--- config.mk ---
export PLATFORM = sky130hd
export DESIGN_NAME = rle_logo_strip_decoder_flat
export DESIGN_NICKNAME = d
export VERILOG_FILES = /design/src/rtl/rlsd_pkg.sv /design/src/rtl/rlsd_if.sv /design/src/rtl/rlsd_colour.sv /design/src/rtl/rle_logo_strip_decoder.sv /design/src/flat_wrapper.sv
export SDC_FILE = /design/constraint.sdc
export NUM_CORES = 1
export LEC_CHECK = 0
export ABC_CLOCK_PERIOD_IN_PS = 8200
export CELL_PAD_IN_SITES_DETAIL_PLACEMENT = 1
export CELL_PAD_IN_SITES_GLOBAL_PLACEMENT = 1
export CORE_ASPECT_RATIO = 1.5
export CORE_MARGIN = 2
export CORE_UTILIZATION = 40
export DETAILED_ROUTE_END_ITERATION = 8
export DONT_BUFFER_PORTS = 1
export PLACE_DENSITY = 0.72
export SYNTH_ARGS = -nofsm -noshare
export SYNTH_HDL_FRONTEND = slang
export SYNTH_HIERARCHICAL = 1
export SYNTH_SLANG_ARGS = --single-unit
--- constraint.sdc ---
create_clock -name clk -period 8.2 [get_ports clk]
set_clock_uncertainty 0.1 [all_clocks]
set_input_delay 1.64 -clock clk [delete_from_list [all_inputs] [get_ports clk]]
set_output_delay 1.64 -clock clk [all_outputs]
set_load 0.05 [all_outputs]
--- src/rtl/rlsd_pkg.sv ---
// Shared types and constants for the run-length strip decoder.
// No dependencies; every other file in rtl/ imports this package.
`default_nettype none

package rlsd_pkg;

  // Strip geometry
  localparam int unsigned ROW_WIDTH  = 240;
  localparam int unsigned STRIP_ROWS = 8;

  // Field widths
  localparam int unsigned WORD_W  = 16;
  localparam int unsigned INDEX_W = 11;
  localparam int unsigned SKIP_W  = 16;
  localparam int unsigned POS_W   = 17;
  localparam int unsigned CFG_W   = 2;

  localparam logic [INDEX_W-1:0] STRIP_SIZE = INDEX_W'(ROW_WIDTH * STRIP_ROWS);

  // Configuration register indexes
  localparam logic [CFG_W-1:0] CFG_SKIP_PIXELS = 2'd0;
  localparam logic [CFG_W-1:0] CFG_DEST_START  = 2'd1;
  localparam logic [CFG_W-1:0] CFG_DRAW_COUNT  = 2'd2;
  localparam logic [CFG_W-1:0] CFG_COLOUR_ON   = 2'd3;

  typedef enum logic [1:0] {
    PH_WAIT,
    PH_DATA,
    PH_LEN,
    PH_COL
  } phase_t;

endpackage

`default_nettype wire

--- src/rtl/rlsd_if.sv ---
// Handshake channels of the strip decoder: coded words in, pixel runs out,
// and the configuration write channel. Depends on rlsd_pkg.
`default_nettype none

interface rlsd_word_if import rlsd_pkg::*; ();
  logic              valid;
  logic              ready;
  logic [WORD_W-1:0] data_word;
  logic              first_word;

  modport source (output valid, data_word, first_word, input ready);
  modport sink   (input valid, data_word, first_word, output ready);
endinterface

interface rlsd_pix_if import rlsd_pkg::*; ();
  logic               valid;
  logic               ready;
  logic [INDEX_W-1:0] dest_index;
  logic [WORD_W-1:0]  pixel_colour;
  logic [INDEX_W-1:0] run_count;
  logic               strip_full;

  modport source (output valid, dest_index, pixel_colour, run_count, strip_full,
                  input ready);
  modport sink   (input valid, dest_index, pixel_colour, run_count, strip_full,
                  output ready);
endinterface

interface rlsd_cfg_if import rlsd_pkg::*; ();
  logic              valid;
  logic              ready;
  logic [CFG_W-1:0]  index;
  logic [WORD_W-1:0] data;

  modport source (output valid, index, data, input ready);
  modport sink   (input valid, index, data, output ready);
endinterface

`default_nettype wire

--- src/rtl/rlsd_colour.sv ---
// Colour stage: byte-swapped RGB565 pass-through or greyscale conversion.
// Depends on rlsd_pkg.
`default_nettype none

module rlsd_colour import rlsd_pkg::*; (
  input  wire logic              colour_on,
  input  wire logic [WORD_W-1:0] colour,
  output logic      [WORD_W-1:0] colour_o
);

  logic [4:0] red;
  logic [5:0] green;
  logic [4:0] blue;
  logic [7:0] luma_sum;
  logic [5:0] luma;

  // Byte-swapped layout: green is split across both bytes.
  assign red      = colour[7:3];
  assign green    = {colour[2:0], colour[15:13]};
  assign blue     = colour[12:8];
  assign luma_sum = {2'b00, red, 1'b0} + {2'b00, green} + {2'b00, blue, 1'b0};
  assign luma     = luma_sum[7:2];

  assign colour_o = colour_on ? colour
                              : {luma[2:0], luma[5:1], luma[5:1], luma[5:3]};

endmodule

`default_nettype wire

--- src/rtl/rle_logo_strip_decoder.sv ---
// Top level of the run-length strip decoder: input register, parser state,
// clip logic and result register. Depends on rlsd_pkg, rlsd_if, rlsd_colour.
`default_nettype none

// Decodes an escape-marker run-length RGB565 stream into strip buffer writes.
// One coded word is taken per clock while the result register is not stalled;
// a word that yields a result passes from the input register through the parser
// update into the result register. While a result waits, one more word is taken
// into the input register and then the input stalls until the result is taken.
// Throughput is one word per cycle while no result waits; the parser update
// (marker compare, skip add and window clip) sits between the input register and
// the result register. Configuration writes are always ready and must be
// made while the block is idle; no clearing pass follows reset.
module rle_logo_strip_decoder import rlsd_pkg::*; (
  input  wire logic   clk,
  input  wire logic   rst,
  rlsd_word_if.sink   coded,
  rlsd_pix_if.source  pixels,
  rlsd_cfg_if.sink    cfg
);

  // Configuration registers
  logic [SKIP_W-1:0]  skip_pixels;
  logic [INDEX_W-1:0] dest_start;
  logic [INDEX_W-1:0] draw_count;
  logic               colour_on;

  // Input register
  logic              s1_valid;
  logic [WORD_W-1:0] s1_word;
  logic              s1_first;

  // Parser state
  phase_t             phase, phase_next;
  logic [WORD_W-1:0]  marker, marker_next;
  logic [POS_W-1:0]   pend, pend_next;
  logic [POS_W-1:0]   src, src_next;
  logic [INDEX_W-1:0] dest, dest_next;
  logic               done, done_next;

  logic               advance;
  logic               proc;
  logic [INDEX_W-1:0] limit;
  logic               src_lt_skip;
  logic [POS_W-1:0]   run_end;
  logic               emit_req;
  logic [POS_W-1:0]   emit_len;
  logic [INDEX_W-1:0] room;
  logic [INDEX_W-1:0] clip_len;
  logic [INDEX_W:0]   dest_sum;
  logic               res_hit;
  logic               res_full;
  logic [WORD_W-1:0]  res_colour;

  assign cfg.ready   = 1'b1;
  assign advance     = !pixels.valid || pixels.ready;
  assign proc        = s1_valid && advance;
  assign coded.ready = !s1_valid || advance;

  assign limit       = (draw_count < STRIP_SIZE) ? draw_count : STRIP_SIZE;
  assign src_lt_skip = src < {1'b0, skip_pixels};
  assign run_end     = src + pend;

  always_ff @(posedge clk) begin
    if (rst) begin
      skip_pixels <= '0;
      dest_start  <= '0;
      draw_count  <= STRIP_SIZE;
      colour_on   <= 1'b1;
    end else if (cfg.valid && cfg.ready) begin
      case (cfg.index)
        CFG_SKIP_PIXELS: skip_pixels <= cfg.data;
        CFG_DEST_START:  dest_start  <= cfg.data[INDEX_W-1:0];
        CFG_DRAW_COUNT:  draw_count  <= cfg.data[INDEX_W-1:0];
        CFG_COLOUR_ON:   colour_on   <= cfg.data[0];
        default: ;
      endcase
    end
  end

  always_ff @(posedge clk) begin
    if (rst) begin
      s1_valid <= 1'b0;
    end else if (coded.ready) begin
      s1_valid <= coded.valid;
    end
  end

  always_ff @(posedge clk) begin
    if (coded.ready && coded.valid) begin
      s1_word  <= coded.data_word;
      s1_first <= coded.first_word;
    end
  end

  // Next phase
  always_comb begin
    phase_next = phase;
    if (s1_first) begin
      phase_next = PH_DATA;
    end else begin
      case (phase)
        PH_WAIT: phase_next = PH_WAIT;
        PH_DATA: if (s1_word == marker) phase_next = PH_LEN;
        PH_LEN:  phase_next = PH_COL;
        PH_COL:  phase_next = PH_DATA;
        default: phase_next = PH_WAIT;
      endcase
    end
  end

  // Datapath and result
  always_comb begin
    marker_next = marker;
    pend_next   = pend;
    src_next    = src;
    dest_next   = dest;
    done_next   = done;
    emit_req    = 1'b0;
    emit_len    = POS_W'(1);
    res_hit     = 1'b0;
    res_full    = 1'b0;
    room        = limit - dest;
    clip_len    = '0;
    dest_sum    = '0;

    if (s1_first) begin
      marker_next = s1_word;
      pend_next   = '0;
      src_next    = '0;
      dest_next   = dest_start;
      done_next   = dest_start >= limit;
    end else begin
      case (phase)
        PH_DATA: begin
          if (s1_word != marker) begin
            if (src_lt_skip) begin
              src_next = src + POS_W'(1);
            end else begin
              emit_req = 1'b1;
            end
          end
        end
        PH_LEN: pend_next = {1'b0, s1_word} + POS_W'(1);
        PH_COL: begin
          if (src_lt_skip) begin
            // Only the part of the run past the skip point is kept.
            src_next = run_end;
            if (run_end > {1'b0, skip_pixels}) begin
              emit_req = 1'b1;
              emit_len = run_end - {1'b0, skip_pixels};
            end
          end else begin
            emit_req = pend != '0;
            emit_len = pend;
          end
        end
        default: ;
      endcase
    end

    if (emit_req) begin
      if (done || dest >= limit) begin
        done_next = 1'b1;
      end else begin
        clip_len  = (emit_len > {6'b0, room}) ? room : emit_len[INDEX_W-1:0];
        dest_sum  = {1'b0, dest} + {1'b0, clip_len};
        res_hit   = 1'b1;
        dest_next = dest_sum[INDEX_W-1:0];
        if (dest_sum >= {1'b0, limit}) begin
          done_next = 1'b1;
          res_full  = 1'b1;
        end
      end
    end
  end

  rlsd_colour u_colour (
    .colour_on (colour_on),
    .colour    (s1_word),
    .colour_o  (res_colour)
  );

  always_ff @(posedge clk) begin
    if (rst) begin
      phase  <= PH_WAIT;
      marker <= '0;
      pend   <= '0;
      src    <= '0;
      dest   <= '0;
      done   <= 1'b0;
    end else if (proc) begin
      phase  <= phase_next;
      marker <= marker_next;
      pend   <= pend_next;
      src    <= src_next;
      dest   <= dest_next;
      done   <= done_next;
    end
  end

  always_ff @(posedge clk) begin
    if (rst) begin
      pixels.valid <= 1'b0;
    end else if (advance) begin
      pixels.valid <= proc && res_hit;
    end
  end

  always_ff @(posedge clk) begin
    if (proc && res_hit) begin
      pixels.dest_index   <= dest;
      pixels.pixel_colour <= res_colour;
      pixels.run_count    <= clip_len;
      pixels.strip_full   <= res_full;
    end
  end

endmodule

`default_nettype wire

--- src/flat_wrapper.sv ---
// flat-port wrapper written by rule: the top's interface ports become plain ports
module rle_logo_strip_decoder_flat import rlsd_pkg::*;
  (clk, rst, coded_valid, coded_data_word, coded_first_word, coded_ready, pixels_valid, pixels_dest_index, pixels_pixel_colour, pixels_run_count, pixels_strip_full, pixels_ready, cfg_valid, cfg_index, cfg_data, cfg_ready);
  rlsd_word_if coded_i ();
  rlsd_pix_if pixels_i ();
  rlsd_cfg_if cfg_i ();
  input  wire logic clk;
  input  wire logic rst;
  input wire logic [$bits(coded_i.valid)-1:0] coded_valid;
  input wire logic [$bits(coded_i.data_word)-1:0] coded_data_word;
  input wire logic [$bits(coded_i.first_word)-1:0] coded_first_word;
  output wire logic [$bits(coded_i.ready)-1:0] coded_ready;
  output wire logic [$bits(pixels_i.valid)-1:0] pixels_valid;
  output wire logic [$bits(pixels_i.dest_index)-1:0] pixels_dest_index;
  output wire logic [$bits(pixels_i.pixel_colour)-1:0] pixels_pixel_colour;
  output wire logic [$bits(pixels_i.run_count)-1:0] pixels_run_count;
  output wire logic [$bits(pixels_i.strip_full)-1:0] pixels_strip_full;
  input wire logic [$bits(pixels_i.ready)-1:0] pixels_ready;
  input wire logic [$bits(cfg_i.valid)-1:0] cfg_valid;
  input wire logic [$bits(cfg_i.index)-1:0] cfg_index;
  input wire logic [$bits(cfg_i.data)-1:0] cfg_data;
  output wire logic [$bits(cfg_i.ready)-1:0] cfg_ready;
  assign coded_i.valid = coded_valid;
  assign coded_i.data_word = coded_data_word;
  assign coded_i.first_word = coded_first_word;
  assign coded_ready = coded_i.ready;
  assign pixels_valid = pixels_i.valid;
  assign pixels_dest_index = pixels_i.dest_index;
  assign pixels_pixel_colour = pixels_i.pixel_colour;
  assign pixels_run_count = pixels_i.run_count;
  assign pixels_strip_full = pixels_i.strip_full;
  assign pixels_i.ready = pixels_ready;
  assign cfg_i.valid = cfg_valid;
  assign cfg_i.index = cfg_index;
  assign cfg_i.data = cfg_data;
  assign cfg_ready = cfg_i.ready;
  rle_logo_strip_decoder u_core (.clk(clk), .rst(rst), .coded(coded_i), .pixels(pixels_i), .cfg(cfg_i));
endmodule
==> out/results.ini <==
[cts]
clockBufferDepth = 2
htreeDepth = 4
clkSinkCount = 161
holdBufCountCts = 0
clk_latency_ps = 460
root_buffer = clkbuf_16
numCtsBuffers = 17
clkSlewWorstSetupHoldPaths_ps = 70
cts_tree = built

[logic_synthesis]
async_flop_share_pct = 0
syn_area_sq_mm = 0.0113
synth_compound_area_share_pct = 21.0
synth_mux_area_share_pct = 1.83
ys_warn_count = 6
yosysSeqAreaShare_pct = 33.6
synthXorXnorAreaFrac_pct = 5.60
synth_cells = 1337
avgSynthCellArea_sq_um = 8.43
ys_types = 75
ys_ff_latch = 161
synth_edf_count = 56
synthFlopType = dfxtp_1
synth_top_family_by_area = compound AO/OA/AOI/OAI gates
yosys.area_share.simple_pct = 19.0
synthesis.nets = 1498
synth_adder_area_share_pct = 14.0

[timing]
grt_setup_unrepaired = true
timing.final.ws_setup_ps = -395
min_period_over_period_pct = 105
period_minus_slack_ps = 8590
slew_viol_final = 0
max_freq_mhz = 116
max-slew-margin-rel_pct = 15.8
hold_violations = 0
worstMarginPinSlew_ps = 1260
finalSetupViolCount = 3

[cells_and_area]
layout_common_cells = 169 x nand2_1, 141 x buf_4, 108 x nor2_1
syn_to_final_growth_pct = 20.9
layout.cells.most_common = nand2_1
layout.nets = 1609
n_antenna_cell = 0
drive_above_1_share_pct = 18.0
final_area_sq_mm = 0.0136

[worst_setup_path]
cp.arrival_ps = 8800
slowest_delay_ps = 430
required_ps = 8400
worstPathMaxFanout = 5
crit_path_end_kind = flip-flop
crit_slowest_cell = or3_1
r2r-start = u_core/src[1]
startpoint = u_core/src[1]
critical_path_class = flip-flop to flip-flop
rrSetupSlack_ps = -390
startpoint_type = flip-flop
path_common_cell = ha_1

[pwr]
p_leak_nw = 5.77
p_sw_mw = 0.613
netSwitchingFraction_pct = 29.4
p_seq_share_pct = 42.0
power.density_mw_per_mm2 = 153
clkPwrFrac_pct = 41.1
ir_drop_mv = 0.202
p_comb_share_pct = 16.8
p_int_mw = 1.47

[hold_path]
min-delay-path-class = flip-flop to flip-flop
min_from = u_core/skip_pixels[8]

[place]
place_ws_ps = -341
dpl_cell_area_sq_mm = 0.0122
port_buffers = 0
dp_hpwl_um = 29200
gp_congestion = 0.944

[global_routing]
grt_pass1_wl_um = 60900
grt_max_degree = 99
antenna_found_initial = 0
grt_pass1_vias = 11130
overflow = 0
grtUsageTotal_pct = 26.5

[detailed_routing]
drt_iter0_markers = 598
wire_per_inst_um = 22.2
vias_per_cell = 5.94
ant_nets = 0
vias = 10740
dr.pass1.iters = 5
drc = 0
routed_wl_um = 40100

[floorplan]
row_count = 75
io_pins = 82
die_h_um = 210
start_util_pct = 40.4
die_x_um = 141
dieArea_sq_mm = 0.0296
coreArea_sq_mm = 0.0279

[run_status]
status = complete, but fails checks
violations = negative setup slack

[run]
max_cap_violations = 0

-- synth_stat cells, drive strengths merged, types with 12 or more instances --
master	instances	area share [%]
nor2	109	3.6
dfxtp	105	19
a21oi	124	5.5
buf	20	1.0
o21ai	65	2.9
nand3	34	1.5
o21a	19	1.3
xnor2	50	3.9
nor3	31	1.4
and3	15	0.83
mux2i	18	1.6
ha	112	12
nand3b	12	0.80
inv	72	2.4
edfxtp	56	15
a211oi	18	1.3
a21o	37	2.5
a22oi	23	1.5
xor2	22	1.7
nand4	17	0.94
nor4	14	0.78
clkbuf	41	1.4
nand2	173	5.8
-- sequential cells by signal (all words and copies together), names as in the netlist --
name and flops:
u_core/s1_valid 1, u_core/pixels.dest_index 11, u_core/dest 11, u_core/s1_word 16, u_core/s1_first 1, u_core/pixels.strip_full 1
u_core/pend 17, u_core/draw_count 11, u_core/pixels.valid 1, u_core/skip_pixels 16, u_core/pixels.run_count 11, u_core/marker 16
u_core/phase 2, u_core/pixels.pixel_colour 16, u_core/colour_on 1, u_core/src 17, u_core/done 1, u_core/dest_start 11
-- worst paths after layout --
| path | to | cells past startpoint |
|---|---|---|
| setup reg to reg | u_core/done | 40 |
| hold / removal | u_core/skip_pixels[8] | 2 |
| setup / recovery | u_core/done | 40 |
| hold reg to reg | u_core/skip_pixels[8] | 2 |
-- final cells by class --
cell class              instances  area, sq um
multi-input cells            1042         7320
clock inverters                14          190
well taps                     346          433
fillers                      3292        14200
repair buffers                153         1190
clock buffers                  18          429
inverters                      73          274
flip-flops and latches        161         3790
-- metal layers --
metal / vias to the layer above / track usage (%) / routed length (um)
li1: 5033 / - / -
met5: - / 0 / 0
met4: 0 / 11.1 / 1670
met1: 5297 / 30.6 / 16000
met3: 99 / 4.04 / 1750
met2: 311 / 48.5 / 20700
-- through the flow --
| stage | hold slack (ps) | util (%) | power [mW] | TNS (ps) | instances |
|---|---|---|---|---|---|
| after floorplan | 336 | - | 1.11 | 0 | 1337 |
| after global placement | 339 | 43.8 | 1.20 | -78.2 | 1726 |
| after detailed placement | 345 | 43.8 | 1.21 | -640 | 1726 |
| after CTS | 355 | 47.5 | 2.08 | 0 | 1789 |
| after global routing | 372 | 48.9 | 2.15 | -1490 | 1807 |
| final | 357 | 48.9 | 2.09 | -859 | 1807 |
-- worst max-delay path: cells and delay by family, from the launching register on --
family,cells,cell delay (ps)
AOI/OAI and AO/OA,20,3560
xor gates and xnor gates,2,630
adders and majority gates,5,1550
buffers and inverters,5,820
DFF,1,350
and+or+nand+nor,8,1390
-- kinds of logic after synthesis --
| group | after synthesis |
|---|---|
| fa+ha+maj | 121 |
| flops | 161 |
| other cells | 1 |
| simple gates | 460 |
| mux | 20 |
| buf+inv | 134 |
| compound gates | 368 |
| xor+xnor | 72 |
-- power groups by stage --
stage	clock [mW]	combinational [mW]	sequential, mW
2_1_floorplan	0	0.231	0.882
3_3_place_gp	0	0.303	0.894
3_5_place_dp	0	0.313	0.895
4_1_cts	0.875	0.329	0.877
5_1_grt	0.893	0.379	0.880
6_report	0.858	0.351	0.877
-- timing repair --
| action | CTS | global route |
|---|---|---|
| setup endpoints to repair | 2 | 7 |
| pin swaps | 17 | 39 |
| gates resized for setup | 39 | 53 |
| buffers inserted | 31 | 18 |
| cloned | 0 | 0 |
(Power assumes the default switching activity.)
